### config.mk
export PLATFORM = sky130hd
export DESIGN_NAME = dspid_side
export DESIGN_NICKNAME = d
export VERILOG_FILES = /design/src/design/dspid_pkg.sv /design/src/design/dspid_side.sv
export SDC_FILE = /design/constraint.sdc
export NUM_CORES = 1
export LEC_CHECK = 0
export BUFFER_PORTS_ARGS = -buffer_cell sky130_fd_sc_hd__buf_4
export CORE_MARGIN = 4
export CORE_UTILIZATION = 45
export DETAILED_ROUTE_END_ITERATION = 10
export GPL_ROUTABILITY_DRIVEN = 0
export PLACE_DENSITY = 0.81
export SKIP_CTS_REPAIR_TIMING = 1
export SLEW_MARGIN = 20
export SYNTH_ARGS = -nofsm -noshare
export SYNTH_HDL_FRONTEND = slang
export SYNTH_SLANG_ARGS = --single-unit
### constraint.sdc
create_clock -name clk -period 3.7 [get_ports clk]
set_input_delay 0.37 -clock clk [delete_from_list [all_inputs] [get_ports clk]]
set_output_delay 0.37 -clock clk [all_outputs]
set_load 0.01 [all_outputs]
### src/design/dspid_pkg.sv
package dspid_pkg;

	localparam int GAIN_W      = 16;
	localparam int SUM_W       = 32;
	localparam int DRIVE_W     = 8;
	localparam int DRIVE_LIMIT = 100;
	localparam int CFG_IDX_W   = 3;
	// left drive, right drive, left active, right active, done, padded to bytes
	localparam int OUT_DATA_W  = ((2 * DRIVE_W + 3 + 7) / 8) * 8;

	localparam logic [GAIN_W-1:0] GAIN_P_RST   = 16'd205;
	localparam logic [GAIN_W-1:0] GAIN_D_RST   = 16'd49;
	localparam logic [GAIN_W-1:0] GAIN_I_RST   = 16'd1024;
	localparam logic [GAIN_W-1:0] STOP_THR_RST = 16'd10;
	localparam logic [GAIN_W-1:0] INT_WIN_RST  = 16'd10;

	typedef enum logic [CFG_IDX_W-1:0] {
		CFG_GAIN_P    = 3'd0,
		CFG_GAIN_D    = 3'd1,
		CFG_GAIN_I    = 3'd2,
		CFG_STOP_THR  = 3'd3,
		CFG_INT_WIN   = 3'd4
	} cfg_idx_t;

	typedef enum logic {
		ACT_START  = 1'b0,
		ACT_SAMPLE = 1'b1
	} action_t;

	typedef struct packed {
		logic [GAIN_W-1:0] gain_p;
		logic [GAIN_W-1:0] gain_d;
		logic [GAIN_W-1:0] gain_i;
		logic [GAIN_W-1:0] stop_threshold;
		logic [GAIN_W-1:0] integrate_window;
	} cfg_regs_t;

	typedef struct packed {
		logic update;
		logic start;
	} side_ctl_t;

endpackage

### src/design/dspid_side.sv
module dspid_side #(
	parameter int POS_WIDTH = 20
) (
	input  logic                            clk,
	input  logic                            arst_n,
	input  dspid_pkg::side_ctl_t            ctl,
	input  dspid_pkg::cfg_regs_t            cfg,
	input  logic signed [POS_WIDTH-1:0]     target,
	input  logic signed [POS_WIDTH-1:0]     position,
	output logic signed [POS_WIDTH:0]       error,
	output logic signed [POS_WIDTH:0]       prev_error,
	output logic signed [dspid_pkg::SUM_W-1:0] error_sum,
	output logic                            active
);
	import dspid_pkg::*;

	localparam int ERR_W = POS_WIDTH + 1;
	localparam int CMP_W = (ERR_W > GAIN_W) ? ERR_W : GAIN_W;
	localparam int ADD_W = ((ERR_W > SUM_W) ? ERR_W : SUM_W) + 1;
	localparam logic signed [ADD_W-1:0] SAT_HI = ADD_W'({1'b0, {(SUM_W-1){1'b1}}});
	localparam logic signed [ADD_W-1:0] SAT_LO = -SAT_HI - ADD_W'(1);

	logic signed [ERR_W-1:0] error_q, prev_error_q, err_new;
	logic signed [SUM_W-1:0] error_sum_q, sum_sat;
	logic signed [ADD_W-1:0] sum_ext;
	logic [ERR_W-1:0]        err_mag, old_mag;
	logic                    active_q, in_window, active_new;

	always_comb begin
		err_new = ERR_W'(target) - ERR_W'(position);
		err_mag = err_new[ERR_W-1] ? ERR_W'(-err_new) : ERR_W'(err_new);
		// old error becomes prev_error on this sample
		old_mag = error_q[ERR_W-1] ? ERR_W'(-error_q) : ERR_W'(error_q);
		in_window = CMP_W'(err_mag) < CMP_W'(cfg.integrate_window);
		active_new = (CMP_W'(err_mag) > CMP_W'(cfg.stop_threshold)) ||
			(CMP_W'(old_mag) > CMP_W'(cfg.stop_threshold));
		sum_ext = ADD_W'(error_sum_q) + ADD_W'(err_new);
		if (sum_ext > SAT_HI) begin
			sum_sat = {1'b0, {(SUM_W-1){1'b1}}};
		end else if (sum_ext < SAT_LO) begin
			sum_sat = {1'b1, {(SUM_W-1){1'b0}}};
		end else begin
			sum_sat = sum_ext[SUM_W-1:0];
		end
	end

	always_ff @(posedge clk or negedge arst_n) begin
		if (!arst_n) begin
			error_q      <= '0;
			prev_error_q <= '0;
			error_sum_q  <= '0;
			active_q     <= 1'b0;
		end else if (ctl.update) begin
			if (ctl.start) begin
				error_q      <= ERR_W'(target);
				prev_error_q <= ERR_W'(target);
				error_sum_q  <= '0;
				active_q     <= 1'b1;
			end else begin
				prev_error_q <= error_q;
				error_q      <= err_new;
				if (in_window) begin
					error_sum_q <= sum_sat;
				end
				active_q <= active_new;
			end
		end
	end

	assign error      = error_q;
	assign prev_error = prev_error_q;
	assign error_sum  = error_sum_q;
	assign active     = active_q;

endmodule

Word level (Yosys, flattened, before mapping)

Cells that the tools add are included.

Bitwise gates (word level): 0
Add/subtract/negate cells: 4
Multiply operators: 0
Shift-type cells: 0
Muxes and demuxes: 9
Eq/ne operators: 0
Divide/modulo/power cells: 0
Magnitude comparators: 5
Reduce and logical (&&, ||, !) cells: 3

Operator list:

| cell                                                                   | number |
|---|---|
| 32-bit 2-to-1 mux                                                      | 4 |
| 21-bit 2-to-1 mux                                                      | 4 |
| 21-bit by 16-bit > comparator with 1-bit output                        | 2 |
| 21-bit negator                                                         | 2 |
| 32-bit by 21-bit adder with 33-bit output                              | 1 |
| 33-bit by 32-bit > comparator with 1-bit output, second input constant | 1 |
| 33-bit by 32-bit < comparator with 1-bit output, second input constant | 1 |
| 21-bit by 16-bit < comparator with 1-bit output                        | 1 |
| 20-bit by 20-bit subtractor with 21-bit output                         | 1 |
| 2-bit AND reduction                                                    | 1 |
| 2-bit nonzero test                                                     | 1 |
| 1-bit logical OR                                                       | 1 |
| 1-bit 2-to-1 mux                                                       | 1 |

Word-level logic and storage cells: 25
Register bits: 75
ROM bits: 0
Bits in latches: 0
Memories: 0
Bits in writable memories: 0
Input bits: 124

Longest topological paths before layout

Depth after elaboration: 7
Mapped depth: 26
Depth with buffers taken out: 24

Worst setup path before layout

OpenSTA, ideal clock, no wires.

Kind: in2reg
From: input target[0]
To: register error_sum_q[19] (netlist: error_sum[19])
Required time: 3.574 ns
Stages: 26
Slack: -1.629 ns
Arrival: 5.203 ns
Cell sequence: inv_1 > ha_1 > inv_1 > fa_1 > a21o_1 > a221o_1 > nand4_1 > nand2_1 > o21ai_0 > a31oi_1 > inv_1 > clkbuf_1 > ha_1 > clkbuf_1 > nor3_1 > nor2_1 > nand3_1 > o311ai_1 > o21ai_0 > a21boi_0 > o41ai_1 > nor2_1 > clkbuf_1 > clkbuf_1 > nor2_1 > o2bb2ai_2

Cells in the longest elaborated chain, start to end: 7
Elaborated cells between the ends (all ways): 13
Classes of those cells: add/sub: 3; order compare: 3; mux: 5; reduce/logical: 2

RTL lines:

| element                                          | line             | text |
|---|---|---|
| start: declaration                               | dspid_side.sv:8  | `input logic signed [POS_WIDTH-1:0] target,` |
| 20-bit by 20-bit subtractor with 21-bit output * | dspid_side.sv:30 | `err_new = ERR_W'(target) - ERR_W'(position);` |
| 32-bit by 21-bit adder with 33-bit output        | dspid_side.sv:37 | `sum_ext = ADD_W'(error_sum_q) + ADD_W'(err_new);` |
| 33-bit by 32-bit < comparator with 1-bit output  | dspid_side.sv:40 | `end else if (sum_ext < SAT_LO) begin` |
| 32-bit 2-to-1 mux                                | dspid_side.sv:40 |  |
| 32-bit 2-to-1 mux                                | dspid_side.sv:38 | `if (sum_ext > SAT_HI) begin` |
| 32-bit 2-to-1 mux                                | dspid_side.sv:62 | `if (in_window) begin` |
| 32-bit 2-to-1 mux                                | dspid_side.sv:54 | `if (ctl.start) begin` |
| end signal: assignment                           | dspid_side.sv:63 | `error_sum_q <= sum_sat;` |
| end: declaration                                 | dspid_side.sv:24 | `logic signed [SUM_W-1:0] error_sum_q, sum_sat;` |

Mark *: on every way between the ends. The rest lies on a longest branch, timed or not. The select of a mux whose other input is x is not followed.
A chain may end at the register's enable or synchronous reset.

Worst setup path in the final report

From: input target[0]
To: register error_sum_q[5] (netlist: error_sum[5])

Same word-level chain as after synthesis.

==> metrics.txt <==
outcome complete, but fails checks; failing checks setup timing; Storage cell area 1877 um2; Critical Path AT 5.14 ns; CTS Root Cell clkbuf_16; Final Instance Area 12540 um2; worst skew pair latency 0.36 ns; # rows between 40 and 50; via count 10020; Lkg Pwr between 6 and 7 nW; CP peak stage delay 0.41 ns; crit end category register; CP Cell Sequence buf_12 -> inv_12 -> ha_4 -> inv_2 -> fa_2 -> a21o_1 -> a221o_2 -> buf_6 -> a2111o_1 -> and4_1 -> ha_2 -> nand4_1 -> or2_2 -> o221a_2 -> o21a_1 -> o2111ai_2 -> o311ai_4 -> nand2_1 -> nand4_1 -> buf_6 -> clkbuf_16 -> o2bb2ai_2; first-pass GRT wire length 45860 um; Die Footprint 20940 um2; final hold violations 0; drc violations 0; crit start category input port; top cell family by delay on the critical path compound AO/OA/AOI/OAI gates; minimum clock period 4.856 ns; total clock sinks 75; Setup Viol. Count Final 33; slew of the pin with the lowest slew margin 0.8232 ns; worst slack, placed -1.465 ns; Hold WS 0.05012 ns; clock skew about 0.0057 ns; starting density of the core 0.4635; Final nets 1635; total congestion overflow 0; port bufs 150; cell taking the most area after synthesis dfrtp_1; maxcap violations 0; setup slack after layout -1.156 ns; setup TNS -34.24 ns; Synth top area share 0.2231; filler instances ~1200; Area growth syn-to-layout 49.03%; top post-synthesis cells by area dfrtp_1 (22%), ha_1 (15%), a21oi_1 (6.4%); Worst-path clk slew 0.06 ns; PD cells 379.4 nW/um2; Worst slew margin 0.4512; Post-Syn Nets roughly 1300; Avg Inst Size Synth slightly above 8 um2; synth unique cells 76; I/O pin count 199; area taken by multi-input logic gates 6525 um2; Worst Path Required 3.98 ns; Post-Route WL about 33000 um; CTS tree done; vias in the first global route roughly 9300; Seq/Total Area, Yosys 0.2231; Post-DP HPWL about 23000 um; Via density 6.104; die width 144.7 um; Seq cells post-synth 75; CP bufs+invs 6; HP Class in -> async; First DRT Iteration DRCs 1200; asr flop ratio synth 1.000; worst vdd ir around 0.25 mV; RSZ-0062 raised after global routing yes; slowest CP cell a221o_2; CTS Buf Count 9; Post-synth EDFFs 0; Top FF cell, synth dfrtp_1; Synth warnings 0; die height 144.7 um; routed len/inst 19.94 um; DP Area between 10000 and 15000 um2; Synth top cells by count nor2_1 (119), a21oi_1 (108), ha_1 (102); Syn Std Cell Area around 8400 um2; core area 18150 um2; htree depth 3; Final Cycle Share 1.312; CTS max path bufs 2; ANT cells 0; Max FO, Critical Path 7; CP Class in -> reg; Cells after Synth approximately 1000; layout cells sized above 1 0.3938; most common cell in the netlist nor2_1; initial antenna violation count 0; Post-DRT Antenna Nets 0; final number of max-transition violations 0; drt pass-1 iters 6; Max Clock Freq 0.2059 GHz; All-Layer GR Usage 0.2732; largest net degree at the start of global routing 79
[per-layer routing]
metal / GRT usage / routed length [um] / vias to the layer above
li1: - / - / 4514
met2: 0.4611 / 15900 / 643
met4: 0.1154 / 1539 / 0
met1: 0.3502 / 12520 / 4703
met3: 0.03943 / 2760 / 157
met5: 0 / 0 / -
[cell usage in the layout, fill, tap and decap left out, drive strengths merged, types with 11 or more instances in the layout]
| cell type | Yosys | routed |
|---|---|---|
| a21o | 27 | 27 |
| a21oi | 110 | 110 |
| a31oi | 13 | 13 |
| buf | 12 | 417 |
| dfrtp | 75 | 75 |
| ha | 102 | 102 |
| inv | 75 | 76 |
| mux2i | 28 | 28 |
| nand2 | 49 | 49 |
| nand2b | 19 | 19 |
| nand3 | 17 | 17 |
| nand4 | 20 | 20 |
| nor2 | 119 | 119 |
| nor2b | 11 | 11 |
| nor3 | 21 | 21 |
| o21a | 14 | 14 |
| o21ai | 58 | 58 |
| o2bb2ai | 31 | 31 |
| xnor2 | 44 | 44 |
| xor2 | 18 | 18 |
[stage by stage]
stage               cells  utilization  power, mW
floorplan            1025            -      2.379
global placement     1610       0.6430      3.400
detailed placement   1610       0.6430      3.494
CTS                  1626       0.6596      4.440
global route         1641       0.6908      5.001
finish               1641       0.6908      4.757
[final timing paths]
kind	start	endpoint	slack (ns)	cells past startpoint
hold reg to reg	prev_error[9]	prev_error[9]	0.54	2
hold / removal	arst_n	error_sum[20]	0.05	1
max in group asynchronous	arst_n	error[6]	3.14	1
setup reg to reg	error[6]	active	-0.64	12
min in group clk	ctl[1]	error[15]	0.25	2
setup / recovery	target[0]	error_sum[5]	-1.16	22
[flip-flops by register name (all words and copies together), names as in the netlist]
| register | flops |
|---|---|
| error | 21 |
| active | 1 |
| error_sum | 32 |
| prev_error | 21 |
[logic make-up (layout without fill, tap and decap cells)]
group	count (synthesis)	in the layout	share of synthesized area
AO/OA/AOI/OAI	325	325	0.2782
buffers and inverters	122	509	0.05979
XOR/XNOR	62	62	0.06455
AND/OR/NAND/NOR	304	304	0.1780
flip-flops	75	75	0.2231
adder cells (fa/ha/maj)	105	105	0.1577
multiplexers	32	32	0.03867
[power by group]
group          internal [mW]  switching, mW
clock                  0.526          0.411
combinational           1.35           1.45
sequential             0.902          0.113
[final cells by class]
cell class,count,area share
timing repair buffer,418,0.2592
clock inverter,7,0.006088
clock buffer,9,0.01797
inverter,75,0.02365
tap,229,0.02286
sequential,75,0.1497
multi-input combinational,828,0.5205
(Power assumes the default switching activity.)
